**src/design/slt_pkg.sv**
```systemverilog
`default_nettype none
// ----------------------------------------------------------------------------
// slt_pkg
// Shared types, character codes and state codes for the shell line tokeniser.
// ----------------------------------------------------------------------------
package slt_pkg;

  localparam int unsigned CharW = 8;

  // Character codes
  localparam logic [CharW-1:0] CH_PIPE = 8'h7C;
  localparam logic [CharW-1:0] CH_LT   = 8'h3C;
  localparam logic [CharW-1:0] CH_GT   = 8'h3E;
  localparam logic [CharW-1:0] CH_AMP  = 8'h26;
  localparam logic [CharW-1:0] CH_SQ   = 8'h27;
  localparam logic [CharW-1:0] CH_DQ   = 8'h22;
  localparam logic [CharW-1:0] CH_SP   = 8'h20;
  localparam logic [CharW-1:0] CH_TAB  = 8'h09;
  localparam logic [CharW-1:0] CH_NL   = 8'h0A;

  // Quote mode codes
  localparam logic [1:0] QM_NONE   = 2'd0;
  localparam logic [1:0] QM_SINGLE = 2'd1;
  localparam logic [1:0] QM_DOUBLE = 2'd2;

  // Token mode codes
  localparam logic [1:0] TM_GAP  = 2'd0;
  localparam logic [1:0] TM_WORD = 2'd1;
  localparam logic [1:0] TM_OP1  = 2'd2;
  localparam logic [1:0] TM_OP2  = 2'd3;

  // Operator indexes
  localparam logic [1:0] OP_PIPE = 2'd0;
  localparam logic [1:0] OP_LT   = 2'd1;
  localparam logic [1:0] OP_GT   = 2'd2;
  localparam logic [1:0] OP_AMP  = 2'd3;

  // Quote error codes
  localparam logic [1:0] QE_OK     = 2'd0;
  localparam logic [1:0] QE_SINGLE = 2'd1;
  localparam logic [1:0] QE_DOUBLE = 2'd2;

  typedef struct packed {
    logic [CharW-1:0] char_out;
    logic             in_token;
    logic             token_start;
    logic             token_kind;
    logic             quoted;
    logic             end_of_line;
    logic [1:0]       quote_error;
  } slt_result_t;

  typedef struct packed {
    logic       is_op;
    logic [1:0] idx;
  } slt_op_t;

  function automatic slt_op_t slt_op_decode(input logic [CharW-1:0] c);
    slt_op_t r;
    r.is_op = 1'b1;
    r.idx   = OP_PIPE;
    case (c)
      CH_PIPE: r.idx = OP_PIPE;
      CH_LT:   r.idx = OP_LT;
      CH_GT:   r.idx = OP_GT;
      CH_AMP:  r.idx = OP_AMP;
      default: r.is_op = 1'b0;
    endcase
    return r;
  endfunction

endpackage
`default_nettype wire

```
**src/design/slt_classify.sv**
```systemverilog
`default_nettype none
// ----------------------------------------------------------------------------
// slt_classify
// Line state and per-byte classification; the state advances on each step.
// ----------------------------------------------------------------------------
module slt_classify (
  input  wire logic                     clk,
  input  wire logic                     rst_n,
  input  wire logic                     step,
  input  wire logic [slt_pkg::CharW-1:0] byte_in,
  input  wire logic                     last_in,
  output slt_pkg::slt_result_t          result
);
  import slt_pkg::*;

  logic [1:0] quote_mode_r, quote_mode_nxt;
  logic [1:0] token_mode_r, token_mode_nxt;
  logic [1:0] open_op_r,    open_op_nxt;
  slt_op_t    op;
  logic       is_space;

  always_comb begin
    op       = slt_op_decode(byte_in);
    is_space = (byte_in == CH_SP) || (byte_in == CH_TAB) || (byte_in == CH_NL);

    quote_mode_nxt     = quote_mode_r;
    token_mode_nxt     = token_mode_r;
    open_op_nxt        = open_op_r;
    result.char_out    = byte_in;
    result.in_token    = 1'b0;
    result.token_start = 1'b0;
    result.token_kind  = 1'b0;
    result.quoted      = 1'b0;
    result.end_of_line = last_in;
    result.quote_error = QE_OK;

    if (quote_mode_r != QM_NONE) begin
      result.in_token = 1'b1;
      result.quoted   = 1'b1;
      if ((quote_mode_r == QM_SINGLE && byte_in == CH_SQ) ||
          (quote_mode_r == QM_DOUBLE && byte_in == CH_DQ)) begin
        quote_mode_nxt = QM_NONE;
      end
      token_mode_nxt = TM_WORD;
    end else if (is_space) begin
      token_mode_nxt = TM_GAP;
    end else if (op.is_op) begin
      result.in_token   = 1'b1;
      result.token_kind = 1'b1;
      // A matching second character completes a two-character operator.
      if (token_mode_r == TM_OP1 && open_op_r == op.idx) begin
        token_mode_nxt = TM_OP2;
      end else begin
        result.token_start = 1'b1;
        token_mode_nxt     = TM_OP1;
        open_op_nxt        = op.idx;
      end
    end else begin
      result.in_token = 1'b1;
      if (token_mode_r != TM_WORD) begin
        result.token_start = 1'b1;
      end
      token_mode_nxt = TM_WORD;
      if (byte_in == CH_SQ) begin
        quote_mode_nxt = QM_SINGLE;
        result.quoted  = 1'b1;
      end else if (byte_in == CH_DQ) begin
        quote_mode_nxt = QM_DOUBLE;
        result.quoted  = 1'b1;
      end
    end

    if (last_in) begin
      case (quote_mode_nxt)
        QM_SINGLE: result.quote_error = QE_SINGLE;
        QM_DOUBLE: result.quote_error = QE_DOUBLE;
        default:   result.quote_error = QE_OK;
      endcase
      quote_mode_nxt = QM_NONE;
      token_mode_nxt = TM_GAP;
      open_op_nxt    = OP_PIPE;
    end
  end

  always_ff @(posedge clk) begin
    if (!rst_n) begin
      quote_mode_r <= QM_NONE;
      token_mode_r <= TM_GAP;
      open_op_r    <= OP_PIPE;
    end else if (step) begin
      quote_mode_r <= quote_mode_nxt;
      token_mode_r <= token_mode_nxt;
      open_op_r    <= open_op_nxt;
    end
  end

endmodule
`default_nettype wire

```
**src/design/shell_line_tokenizer_core.sv**
```systemverilog
`default_nettype none
// ----------------------------------------------------------------------------
// shell_line_tokenizer_core
// Classifies a shell command line one byte per transfer.
// ----------------------------------------------------------------------------
// Each accepted byte yields exactly one result, in order. A byte passes
// through an input register and a result register, and its result is offered
// from the result register. The block sustains one byte per clock while
// out_ready is held high:
// the line state (quote mode, token mode, pending operator) updates
// as each byte moves from the input register to the result
// register. in_ready depends combinationally on out_ready. On a byte marked
// last, quote_error reports an unclosed quote and the state returns to its
// reset value for the next line.
// ----------------------------------------------------------------------------
module shell_line_tokenizer_core (
  input  wire logic                      clk,
  input  wire logic                      rst_n,
  input  wire logic                      in_valid,
  output logic                           in_ready,
  input  wire logic [slt_pkg::CharW-1:0] in_byte_req,
  input  wire logic                      in_last,
  output logic                           out_valid,
  input  wire logic                      out_ready,
  output logic [slt_pkg::CharW-1:0]      out_char_out,
  output logic                           out_in_token,
  output logic                           out_token_start,
  output logic                           out_token_kind,
  output logic                           out_quoted,
  output logic                           out_end_of_line,
  output logic [1:0]                     out_quote_error
);
  import slt_pkg::*;

  logic             s1_valid_r;
  logic [CharW-1:0] s1_byte_r;
  logic             s1_last_r;
  logic             out_valid_r;
  slt_result_t      out_res_r;
  slt_result_t      res;
  logic             out_free;
  logic             s1_move;

  assign out_free = !out_valid_r || out_ready;
  assign s1_move  = s1_valid_r && out_free;
  assign in_ready = !s1_valid_r || out_free;

  slt_classify u_classify (
    .clk     (clk),
    .rst_n   (rst_n),
    .step    (s1_move),
    .byte_in (s1_byte_r),
    .last_in (s1_last_r),
    .result  (res)
  );

  always_ff @(posedge clk) begin
    if (!rst_n) begin
      s1_valid_r  <= 1'b0;
      out_valid_r <= 1'b0;
    end else begin
      if (in_ready) begin
        s1_valid_r <= in_valid;
      end
      if (out_free) begin
        out_valid_r <= s1_valid_r;
      end
    end
  end

  always_ff @(posedge clk) begin
    if (in_valid && in_ready) begin
      s1_byte_r <= in_byte_req;
      s1_last_r <= in_last;
    end
    if (s1_move) begin
      out_res_r <= res;
    end
  end

  assign out_valid       = out_valid_r;
  assign out_char_out    = out_res_r.char_out;
  assign out_in_token    = out_res_r.in_token;
  assign out_token_start = out_res_r.token_start;
  assign out_token_kind  = out_res_r.token_kind;
  assign out_quoted      = out_res_r.quoted;
  assign out_end_of_line = out_res_r.end_of_line;
  assign out_quote_error = out_res_r.quote_error;

endmodule
`default_nettype wire
```
**config.mk**
```make
export PLATFORM = sky130hd
export DESIGN_NAME = shell_line_tokenizer_core
export DESIGN_NICKNAME = d
export VERILOG_FILES = /design/src/design/slt_pkg.sv /design/src/design/slt_classify.sv /design/src/design/shell_line_tokenizer_core.sv
export SDC_FILE = /design/constraint.sdc
export NUM_CORES = 1
export LEC_CHECK = 0
export ABC_AREA = 1
export BUFFER_PORTS_ARGS = -buffer_cell sky130_fd_sc_hd__buf_4
export CORE_MARGIN = 4
export CORE_UTILIZATION = 56
export DETAILED_ROUTE_END_ITERATION = 8
export GPL_TIMING_DRIVEN = 0
export HOLD_SLACK_MARGIN = 0.06
export PLACE_DENSITY_LB_ADDON = 0.12
export SYNTH_ARGS = -nofsm -noshare
export SYNTH_HDL_FRONTEND = slang
export SYNTH_SLANG_ARGS = --single-unit
```
**constraint.sdc**
```tcl
create_clock -name clk -period 3.9 [get_ports clk]
set_input_delay 0.39 -clock clk [delete_from_list [all_inputs] [get_ports clk]]
set_output_delay 0.39 -clock clk [all_outputs]
set_load 0.03 [all_outputs]
```
After elaboration in Yosys (flattened, before gate mapping). Cells that the tools add are included.

Latch bits: 0. Memories: 0. Input bits: 13. Memory bits (read-only): 0. Register bits: 32. Memory bits (writable): 0.

Mux-type cells: 28. $mul: 0. Magnitude comparators: 0. Equal/unequal tests: 19. Add/subtract/negate cells: 0. Reductions and logical operators: 17. Bitwise operators: 0. Div/mod/pow operators: 0. Shift operators: 0.

Operators by type and width (count): == test 8 x 6 -> 1 bit, second input constant (6); two-way mux 2 bit (16); == test 8 x 4 -> 1 bit, second input constant (2); two-way mux 1 bit (9); == test 8 x 7 -> 1 bit, second input constant (1); == test 2 bit, second input constant (3); inequality test 2 bit, second input constant (3); one-hot mux 2 bit (3 select lines) (1); logical AND 1 bit (5); logical OR 1 bit (5); AND reduction 5 bit (1); == test 2 x 1 -> 1 bit, second input constant (2); two-way mux 4 bit (1); one-hot mux 2 bit (2 select lines) (1); nonzero test 2 bit (2); OR reduction 4 bit (1); == test 2 bit (1); zero test 1 bit (2); inequality test 2 x 1 -> 1 bit, second input constant (1); OR reduction 2 bit (1).

Logic depth before layout (Yosys ltp). Gate-level depths: netlist of run 1.

Depth in word-level cells: 9. Mapped depth: 12. Mapped depth without buffers: 12.

Cells and area by module. Synthesis of run 1 repeated with hierarchy kept, for this count alone.

Cell total of the unflattened synthesis: 151. Area total of the unflattened synthesis: 1462.7 um^2.

By module, submodules not included: shell_line_tokenizer_core (sequential area each 760.7 um^2, cells each 37, area each 815.8 um^2, times used 1); slt_classify (sequential area each 120.1 um^2, cells each 114, area each 646.9 um^2, times used 1).

Worst setup path after synthesis of run 1. OpenSTA, ideal clock, no wires.

Kind: register to register. Start point: reg out_valid_r, in the netlist out_valid. End point: reg s1_byte_r[0] (enable). Setup slack: 2.439 ns. Arrival: 1.183 ns. Clock period less this slack: 1.461 ns. Path buffers: 0. Required time: 3.622 ns. Cell stages (with the launch flop): 4. Setup time: 0.278 ns. Cells stage by stage: dfxtp_1 -> nand3_1 -> nand2_1 -> inv_1.

Word-level cells in the longest chain between the ends: 4.

Ends and longest elaborated chain: from (decl) (RTL line shell_line_tokenizer_core.sv:38) `logic out_valid_r;`; from (signal assigned) (RTL line shell_line_tokenizer_core.sv:66) `out_valid_r <= s1_valid_r;`; zero test 1 bit (RTL line shell_line_tokenizer_core.sv:44) `assign out_free = !out_valid_r || out_ready;`; logical OR 1 bit (RTL line shell_line_tokenizer_core.sv:44); logical OR 1 bit (RTL line shell_line_tokenizer_core.sv:46) `assign in_ready = !s1_valid_r || out_free;`; named net in_ready (RTL line shell_line_tokenizer_core.sv:20) `output logic in_ready,`; logical AND 1 bit (RTL line shell_line_tokenizer_core.sv:72) `if (in_valid && in_ready) begin`; to (signal assigned) (RTL line shell_line_tokenizer_core.sv:73) `s1_byte_r <= in_byte_req;`; to (decl) (RTL line shell_line_tokenizer_core.sv:36) `logic [CharW-1:0] s1_byte_r;`.

The timed path passes the listed nets, and every way through them passes these cells. A chain may end at the register's enable or synchronous reset.

Worst setup path after layout of run 1.
Start point: reg s1_byte_r[4]. End point: reg out_res_r, in the netlist out_quote_error[1] (data pin).

Word-level cells in the longest chain between the ends: 8. Elaborated cells on any way between the ends: 25. Those cells by class: eq/ne: 11; mux: 8; reduce/logical: 6.

Ends and longest elaborated chain: == test 8 x 7 -> 1 bit (tied with other cells) (RTL line slt_pkg.sv:62) `case (c)`; OR reduction 4 bit (no source line) or two-way mux 2 bit (tied branches); two-way mux 1 bit or two-way mux 2 bit (tied branches) (RTL line slt_pkg.sv:62, slt_classify.sv:64); two-way mux 2 bit (RTL line slt_classify.sv:47) `end else if (op.is_op) begin`; two-way mux 2 bit (RTL line slt_classify.sv:45) `end else if (is_space) begin`; two-way mux 2 bit * (RTL line slt_classify.sv:37) `if (quote_mode_r != QM_NONE) begin`; == test 2 bit or == test 2 x 1 -> 1 bit (tied branches) (RTL line slt_classify.sv:74) `case (quote_mode_nxt)`; one-hot mux 2 bit (2 select lines) * (RTL line slt_classify.sv:74); to (signal assigned) (RTL line shell_line_tokenizer_core.sv:77) `out_res_r <= res;`; to (decl) (RTL line shell_line_tokenizer_core.sv:39) `slt_result_t out_res_r;`.

Every way passes the cells marked *; elsewhere a longest branch is shown, timed or not.

==> out/results.ini, run 1 <==
[outcome]
status = finished clean

[route]
ant_nets = 0
first_iter_violations = 22
wl_um = 2330
dr_total_vias = 1014
drtPass1Iterations = 4
drt-wirelength-per-cell_um = 11.7
viasPerCell = 5.07
drc_errors = 0

[grt]
grt_start_max_net_pins = 17
first_global_vias = 972
grt_pass1_wl_um = 4020
grt_overflow = 0
track_usage_pct = 16.2
antenna_found_initial = 0

[timing]
hold_viol_final = 0
fin_crit_sh_pct = 41.8
drv_slew = 0
slew_headroom_pct = 59.8
rsz0062_at_grt = false
finClkSkew_ns = 0.00577
finalCriticalPeriod_ns = 1.63
fmax_mhz = 614
setup_viol = 0
setup_tns_ns = 0
worstMarginPinSlew_ns = 0.603
postLayoutSetupSlackWorst_ns = 2.27

[placed_design]
dpl_worst_slack_ns = 2.26
gp_congestion = 0.818
dp_hpwl_um = 1780
port_buffers = 29

[yosys]
synth_top_area_share_pct = 52.3
yosysTopAreaCell = edfxtp_1
synth_cells = 135
synthTopCellsByArea = edfxtp_1, dfxtp_1, nand2_1
syn_nets = 148
ys_ff_latch = 32
yosys.cell_types.count = 23
synth-edff-count = 24
synth-main-ff-cell = edfxtp_1
avgSynthCellArea_um2 = 10.2
synth_area_um2 = 1380
ys_async_sr_fraction_pct = 0
yosysWarnings = 0
synth.most_common_cell = nand2_1
seq_area_frac_synth_pct = 63.9
netlist_top_cells_count = nand2_1, edfxtp_1, inv_1

[die]
start_util_pct = 60.5
num_rows = 17
die_w_um = 57.6
ioPinCount = 30
die_height_um = 57.6
core_area_um2 = 2280
dieArea_um2 = 3320

[clocking]
h-tree-depth = 2
insertion_delay_ns = 0.32
cts-buffers-inserted = 5
cts.sinks = 32
clk_pin_slew_ns = 0.09
cts_tree = yes
ctsHoldBuffers = 0
clockRootBuffer = clkbuf_4
ctsLongestPathBuffers = 2
postCtsResizedCells = 0
postCtsSetupRepairBufs = 0

[layout]
syn2layout_area_growth_pct = 22.6
antenna_cells = 0
layout-drive-gt1-share_pct = 30.8
nFillCells = 153
nets = 184

[setup_path]
setup.worst_path.start_class = flop
endpoint_kind = flop
cp.arrival_ns = 1.79
worstSetupPathType = flop to flop
crit_path_max_fanout = 4
worstPathRequired_ns = 4.07

[pwr]
p_leak_uw = 0.000728
irDropWorstVdd_v = 0.000322
power_density_nw_per_um2 = 377

[hold_path]
hold_class = input port to flop

[job]
max_cap_viol_count = 0

==> cell usage in the layout, fill, tap and decap left out, drive strengths merged <==
master,n
o21ai,3
dfxtp,8
a21oi,9
o41ai,1
o21bai,1
nand3,10
edfxtp,24
nand4,1
o31ai,1
clkinv,1
or2,1
clkbuf,8
nand2,40
nor3,3
a21o,1
nor2,12
buf,29
inv,19
==> cell families after synthesis <==
family | Yosys count | synth area share [%]
buf+inv | 20 | 5.45
simple gates | 67 | 23.1
compound gates | 16 | 7.54
flops | 32 | 63.9
==> routing by layer <==
metal  track usage (%)  up-vias  routed length, um
met5                 0        -                  0
li1                  -      523                  -
met3              4.98        8                175
met2              26.9       34               1160
met1              18.3      449                941
met4              8.94        0                 56
==> where the power goes <==
part           switching, uW  leakage (uW)  internal [uW]
registers               8.03      0.000289            381
clock network           98.4     0.0000326           88.8
logic                   37.8      0.000407           22.7
==> registers in the layout, indices dropped and copies added (netlist names) <==
| signal | flops |
|---|---|
| out_quote_error | 2 |
| out_valid | 1 |
| s1_last_r | 1 |
| out_token_start | 1 |
| out_quoted | 1 |
| s1_byte_r | 8 |
| out_token_kind | 1 |
| u_classify.quote_mode_r | 2 |
| s1_valid_r | 1 |
| out_char_out | 8 |
| out_in_token | 1 |
| u_classify.open_op_r | 2 |
| u_classify.token_mode_r | 2 |
| out_end_of_line | 1 |
==> path summary, 6_finish.rpt <==
path | startpoint | endpoint | slack, ns | cells past startpoint
setup / recovery | s1_byte_r[4] | out_quote_error[1] | 2.27 | 9
hold / removal | in_last | s1_last_r | 0.24 | 1
setup reg to reg | s1_byte_r[4] | out_quote_error[1] | 2.27 | 9
hold reg to reg | s1_byte_r[6] | out_char_out[6] | 0.46 | 0
==> worst max-delay path, cell delays in order (launching register included) <==
cell	delay, ns
edfxtp_1	0.44
inv_1	0.10
nand2_2	0.07
nor2_4	0.16
nand2_1	0.11
o21ai_0	0.20
nand2_1	0.08
nand2_1	0.09
inv_2	0.04
nor3_1	0.17
==> per-stage QoR <==
stage          cells  area (um2)  power (uW)  hold slack, ns  utilization (%)
2_1_floorplan    135        1380         432           0.426                -
3_3_place_gp     192        1630         456           0.448             71.6
3_5_place_dp     192        1630         458           0.443             71.6
5_1_grt          200        1690         665           0.217             74.2
4_1_cts          200        1690         642           0.230             74.2
6_report         200        1690         637           0.238             74.2
==> area by class of cell <==
class	instances	area [um2]	share of cell area, %
Clock buffer	8	58.8	3.48
Multi-Input combinational cell	83	422	25.0
Sequential cell	32	881	52.1
Tap cell	28	35.0	2.07
Inverter	20	75.1	4.44
Timing Repair Buffer	29	218	12.9
Power figures use the tool's default switching activity.
==> run 2: changes to the inputs <==
CORE_UTILIZATION = 52   (was 56)
clock period = 1.64 ns   (was 3.9 ns; I/O delays follow)
==> run 2 against run 1 <==
Against the previous run:
- maximum frequency shrank 1.6%
- largest power group unchanged
- critical path type unchanged
- the flow now finishes with violations (setup timing)
- first-iteration DRC count grew 50%
- register-to-register slack lost 2.3 ns
- cell count increased by 8.5%
==> out/results.ini, run 2 (synthesis gave the netlist of run 1 again) <==
[setup_path]
path_cells = or2_1, o41ai_1, nand2_1, nand3_1, a21oi_1
crit_path_max_fanout = 4
r2r_end = u_classify.token_mode_r[0]
critPathMaxStageDelay_ns = 0.49
r2r_slack_ns = -0.02
worstPathRequired_ns = 1.86
endpoint_kind = flop
cp.arrival_ns = 1.88
setup.worst_path.start_class = flop
r2r.worst_path.cells = 5
worstSetupPathType = flop to flop
cp_slowest_cell = o41ai_1
rr_startpoint = s1_byte_r[3]

[clocking]
h-tree-depth = 2
cts-buffers-inserted = 5
clockRootBuffer = clkbuf_4
clk_pin_slew_ns = 0.08
ctsLongestPathBuffers = 2
insertion_delay_ns = 0.34
cts_tree = yes
cts.sinks = 32

[route]
wl_um = 2870
drt-wirelength-per-cell_um = 13.2
drc_errors = 0
first_iter_violations = 33
dr_total_vias = 1120
ant_nets = 0
viasPerCell = 5.16
drtPass1Iterations = 4

[die]
core_area_um2 = 2500
start_util_pct = 55.1
num_rows = 18
ioPinCount = 30
die_w_um = 59.5
die_height_um = 59.5
dieArea_um2 = 3540

[timing]
slew_headroom_pct = 57.2
hold_viol_final = 0
drv_slew = 0
fmax_mhz = 604
whs_ns = 0.104
fin_crit_sh_pct = 101
rsz0062_at_grt = true
worstMarginPinSlew_ns = 0.642
postLayoutSetupSlackWorst_ns = -0.0158
setup_tns_ns = -0.0197
finClkSkew_ns = 0.0103
setup_viol = 2
finalCriticalPeriod_ns = 1.66

[layout]
antenna_cells = 0
nets = 200
syn2layout_area_growth_pct = 36.4
final_cell_mix = buf_4, nand2_1, edfxtp_1
stdcell_area_um2 = 1880
final_common_cell = buf_4
layout-drive-gt1-share_pct = 38.5
post-route-util_pct = 75.2

[outcome]
violations = setup timing
status = finished, violations left

[grt]
first_global_vias = 1038
grt_overflow = 0
track_usage_pct = 16.7
grt_pass1_wl_um = 4240
grt_start_max_net_pins = 17
antenna_found_initial = 0

[pwr]
irDropWorstVdd_v = 0.000846
p_leak_uw = 0.000814
power_density_nw_per_um2 = 805

[placed_design]
placed_cell_area_um2 = 1630
gp_congestion = 0.816
dpl_worst_slack_ns = 0.0234
dp_hpwl_um = 1890
port_buffers = 29

[job]
max_cap_viol_count = 0

[hold_path]
min_from = in_valid
min_to = s1_valid_r
hold_class = input port to flop
holdPathStages = 3

-- run 2: cell count changes in the layout (fill, tap and decap cells not counted), sizes merged --
cell,previous run,this run
clkbuf,8,5
dlygate4sd3,0,9
clkinv,1,3
buf,29,36
-- run 2: how the worst max path moves through the flow --
stage                            start                         end  cells past startpoint
after detailed placement  s1_byte_r[3]     u_classify.open_op_r[0]                     11
after CTS                 s1_byte_r[3]     u_classify.open_op_r[0]                     11
final                     s1_byte_r[3]  u_classify.token_mode_r[0]                      5
after global routing      s1_byte_r[0]     u_classify.open_op_r[0]                     11
after floorplan              out_valid                s1_byte_r[0]                      3
after global placement    s1_byte_r[4]     u_classify.open_op_r[0]                     11
-- run 2: worst max-delay path, delay by kind of cell (launching register included) --
family	cells	cell delay, ns
AO/OA/AOI/OAI	2	0.55
AND/OR/NAND/NOR	3	0.53
flip-flops	1	0.47
-- run 2: per-layer routing --
layer | routed length, um | up-vias | global-route usage, %
met1 | 1040 | 509 | 17.5
met5 | 0 | - | 0
li1 | - | 552 | -
met2 | 1500 | 50 | 28.2
met4 | 80 | 0 | 9.39
met3 | 254 | 9 | 6.75
-- run 2: layout make-up --
type / count / area (um2)
clock inverter: 2 / 7.51
sequential: 32 / 881
inverter: 20 / 75.1
clock buffer: 5 / 37.5
fill: 179 / 621
timing repair buffer: 45 / 360
tap: 30 / 37.5
multi-input combinational: 83 / 480
-- run 2: per-stage QoR --
| stage | power, uW | cells |
|---|---|---|
| floorplan | 1030 | 135 |
| finish | 1510 | 217 |
| global route | 1580 | 217 |
| detailed placement | 1090 | 194 |
| CTS | 1500 | 210 |
| global placement | 1090 | 194 |
-- run 2: repair_timing --
item / 4_1_cts / 5_1_grt
endpoints found under the setup margin: 0 / 6
endpoints found under the hold margin: 9 / 0
setup buffers: 0 / 7
hold buffers: 9 / 0
gates resized for setup: 0 / 17
-- run 2: report_power, final --
group	total [uW]	switching (uW)	internal, uW
registers	929	21.4	907
clock network	399	250	149
logic	185	105	79.7
total	1510	377	1140
==> run 3: changes to the inputs <==
PLACE_DENSITY = 0.83   (was default)
PLACE_DENSITY_LB_ADDON = default   (was 0.12)
==> run 3 against run 2 <==
Against the previous run:
- the flow still finishes with violations (setup timing)
- count of clock-buffer cells in the layout rose by 2
- via count rose by 6.8%
- die area is the same
- sequential share of layout area is 0.19 points lower
- combinational power is essentially flat
==> out/results.ini, run 3 (synthesis gave the netlist of run 1 again) <==
[pwr]
p_int_uw = 1150
p_clk_share_pct = 26.9
power_switching_uw = 374
power_frac_comb_pct = 12.3
p_total_uw = 1530
switching_share_pct = 24.5
irDropWorstVdd_v = 0.000654
power_density_nw_per_um2 = 810
share_seq_of_total_power_pct = 60.8
p_leak_uw = 0.000823

[setup_path]
cp.arrival_ns = 1.99
crit_start = s1_byte_r[4]
worstSetupPathType = flop to flop
crit_path_max_fanout = 4
crit_top_cell = nand2_2
critPathTopFamily = simple AND/OR/NAND/NOR gates
rr_startpoint = s1_byte_r[4]
worstPathRequired_ns = 1.92
crit_buf_inv = 1
path_cells = buf_6, nand2_2, nor2_2, nand2_2, nand2_2, nand2_2, nand3_2, o21bai_4, nand2_2, nand2_2, nand2_2, a21oi_2
endpoint_kind = flop
setup.worst_path.start_class = flop
critPathMaxStageDelay_ns = 0.47
cp_slowest_cell = edfxtp_1

[clocking]
clk_pin_slew_ns = 0.09
clockRootBuffer = clkbuf_4
cts.sinks = 32
h-tree-depth = 2
ctsLongestPathBuffers = 2
insertion_delay_ns = 0.34
cts-buffers-inserted = 5
cts_tree = yes

[route]
wl_um = 3240
dr_total_vias = 1196
first_iter_violations = 58
drc_errors = 0
drtPass1Iterations = 4
ant_nets = 0
viasPerCell = 5.44
drt-wirelength-per-cell_um = 14.7

[outcome]
status = finished, violations left
violations = setup timing

[layout]
final_common_cell = buf_4
post-route-util_pct = 75.5
final_cell_mix = buf_4, nand2_1, edfxtp_1
antenna_cells = 0
nets = 202
syn2layout_area_growth_pct = 37.0
layout-drive-gt1-share_pct = 40.0

[grt]
first_global_vias = 1160
track_usage_pct = 19.7
grt_overflow = 0
grt_pass1_wl_um = 5020
antenna_found_initial = 0
grt_start_max_net_pins = 17

[placed_design]
port_buffers = 29
gp_congestion = 0.882
dp_hpwl_um = 2090

[timing]
finalCriticalPeriod_ns = 1.70
slew_headroom_pct = 58.5
setup_tns_ns = -0.146
rsz0062_at_grt = true
worstMarginPinSlew_ns = 0.622
postLayoutSetupSlackWorst_ns = -0.0638
fin_crit_sh_pct = 104
drv_slew = 0
fmax_mhz = 587
finClkSkew_ns = 0.0110
setup_viol = 3
hold_viol_final = 0

[hold_path]
hold_class = input port to flop
min_from = out_ready

[die]
start_util_pct = 55.1
ioPinCount = 30
dieArea_um2 = 3540
die_height_um = 59.5
die_w_um = 59.5
num_rows = 18
core_area_um2 = 2500

[job]
max_cap_viol_count = 0

## run 3: cell types whose count changed in the layout (fill, tap and decap cells not counted), sizes merged
cell	delta
inv	+1
clkbuf	+2
buf	+2
clkinv	-2
## run 3: repair_timing
action                     4_1_cts  5_1_grt
pin swaps                        0        8
gates resized for setup          0       18
hold endpoints to repair         9        0
hold buffers                     9        0
buffers inserted                 3        6
setup endpoints to repair        2        9
## run 3: final timing paths
| path | depth (start not counted) | end | slack, ns |
|---|---|---|---|
| worst max-delay path | 12 | u_classify.open_op_r[0] | -0.06 |
| worst min-delay path | 4 | out_valid | 0.12 |
| worst max register to register | 12 | u_classify.open_op_r[0] | -0.06 |
| worst min register to register | 2 | u_classify.token_mode_r[1] | 0.47 |
## run 3: final cells by class
| cell class | instances | area, um2 |
|---|---|---|
| clock inverters | 1 | 3.75 |
| inverters | 20 | 75.1 |
| clock buffers | 7 | 45.0 |
| multi-input cells | 83 | 465 |
| fillers | 160 | 613 |
| well taps | 30 | 37.5 |
| repair buffers | 47 | 379 |
| flip-flops and latches | 32 | 881 |
## run 3: power by group through the flow
| stage | clock network (uW) | logic (uW) | registers, uW |
|---|---|---|---|
| 6_report | 411 | 188 | 928 |
| 5_1_grt | 457 | 203 | 932 |
| 4_1_cts | 416 | 171 | 926 |
| 3_5_place_dp | 0 | 147 | 946 |
| 3_3_place_gp | 0 | 141 | 943 |
| 2_1_floorplan | 0 | 53.4 | 974 |
## run 3: metrics by stage
| stage | cells | setup slack (ns) | area (um2) | hold WS, ns |
|---|---|---|---|---|
| after floorplan | 135 | 0.179 | 1380 | 0.263 |
| after global placement | 194 | 0.0612 | 1630 | 0.342 |
| after detailed placement | 194 | 0.00479 | 1630 | 0.343 |
| after CTS | 214 | 0.00214 | 1790 | 0.114 |
| after global routing | 220 | -0.142 | 1890 | 0.134 |
| final | 220 | -0.0638 | 1890 | 0.119 |
## run 3: metal layers
| layer | vias up | track usage [%] | wire (um) | share of wire [%] |
|---|---|---|---|---|
| met5 | - | 0 | 0 | 0 |
| met3 | 17 | 6.10 | 306 | 9.4 |
| met1 | 553 | 19.4 | 1110 | 34 |
| li1 | 557 | - | - | - |
| met4 | 0 | 13.6 | 130 | 4.0 |
| met2 | 69 | 34.6 | 1690 | 52 |
## run 3: worst register-to-register path: stages, from the launching register on
cell      delay, ns
edfxtp_1       0.47
buf_6          0.16
nand2_2        0.06
nor2_2         0.06
nand2_2        0.12
nand2_2        0.08
nand2_2        0.06
nand3_2        0.09
o21bai_4       0.20
nand2_2        0.07
nand2_2        0.08
nand2_2        0.07
a21oi_2        0.12
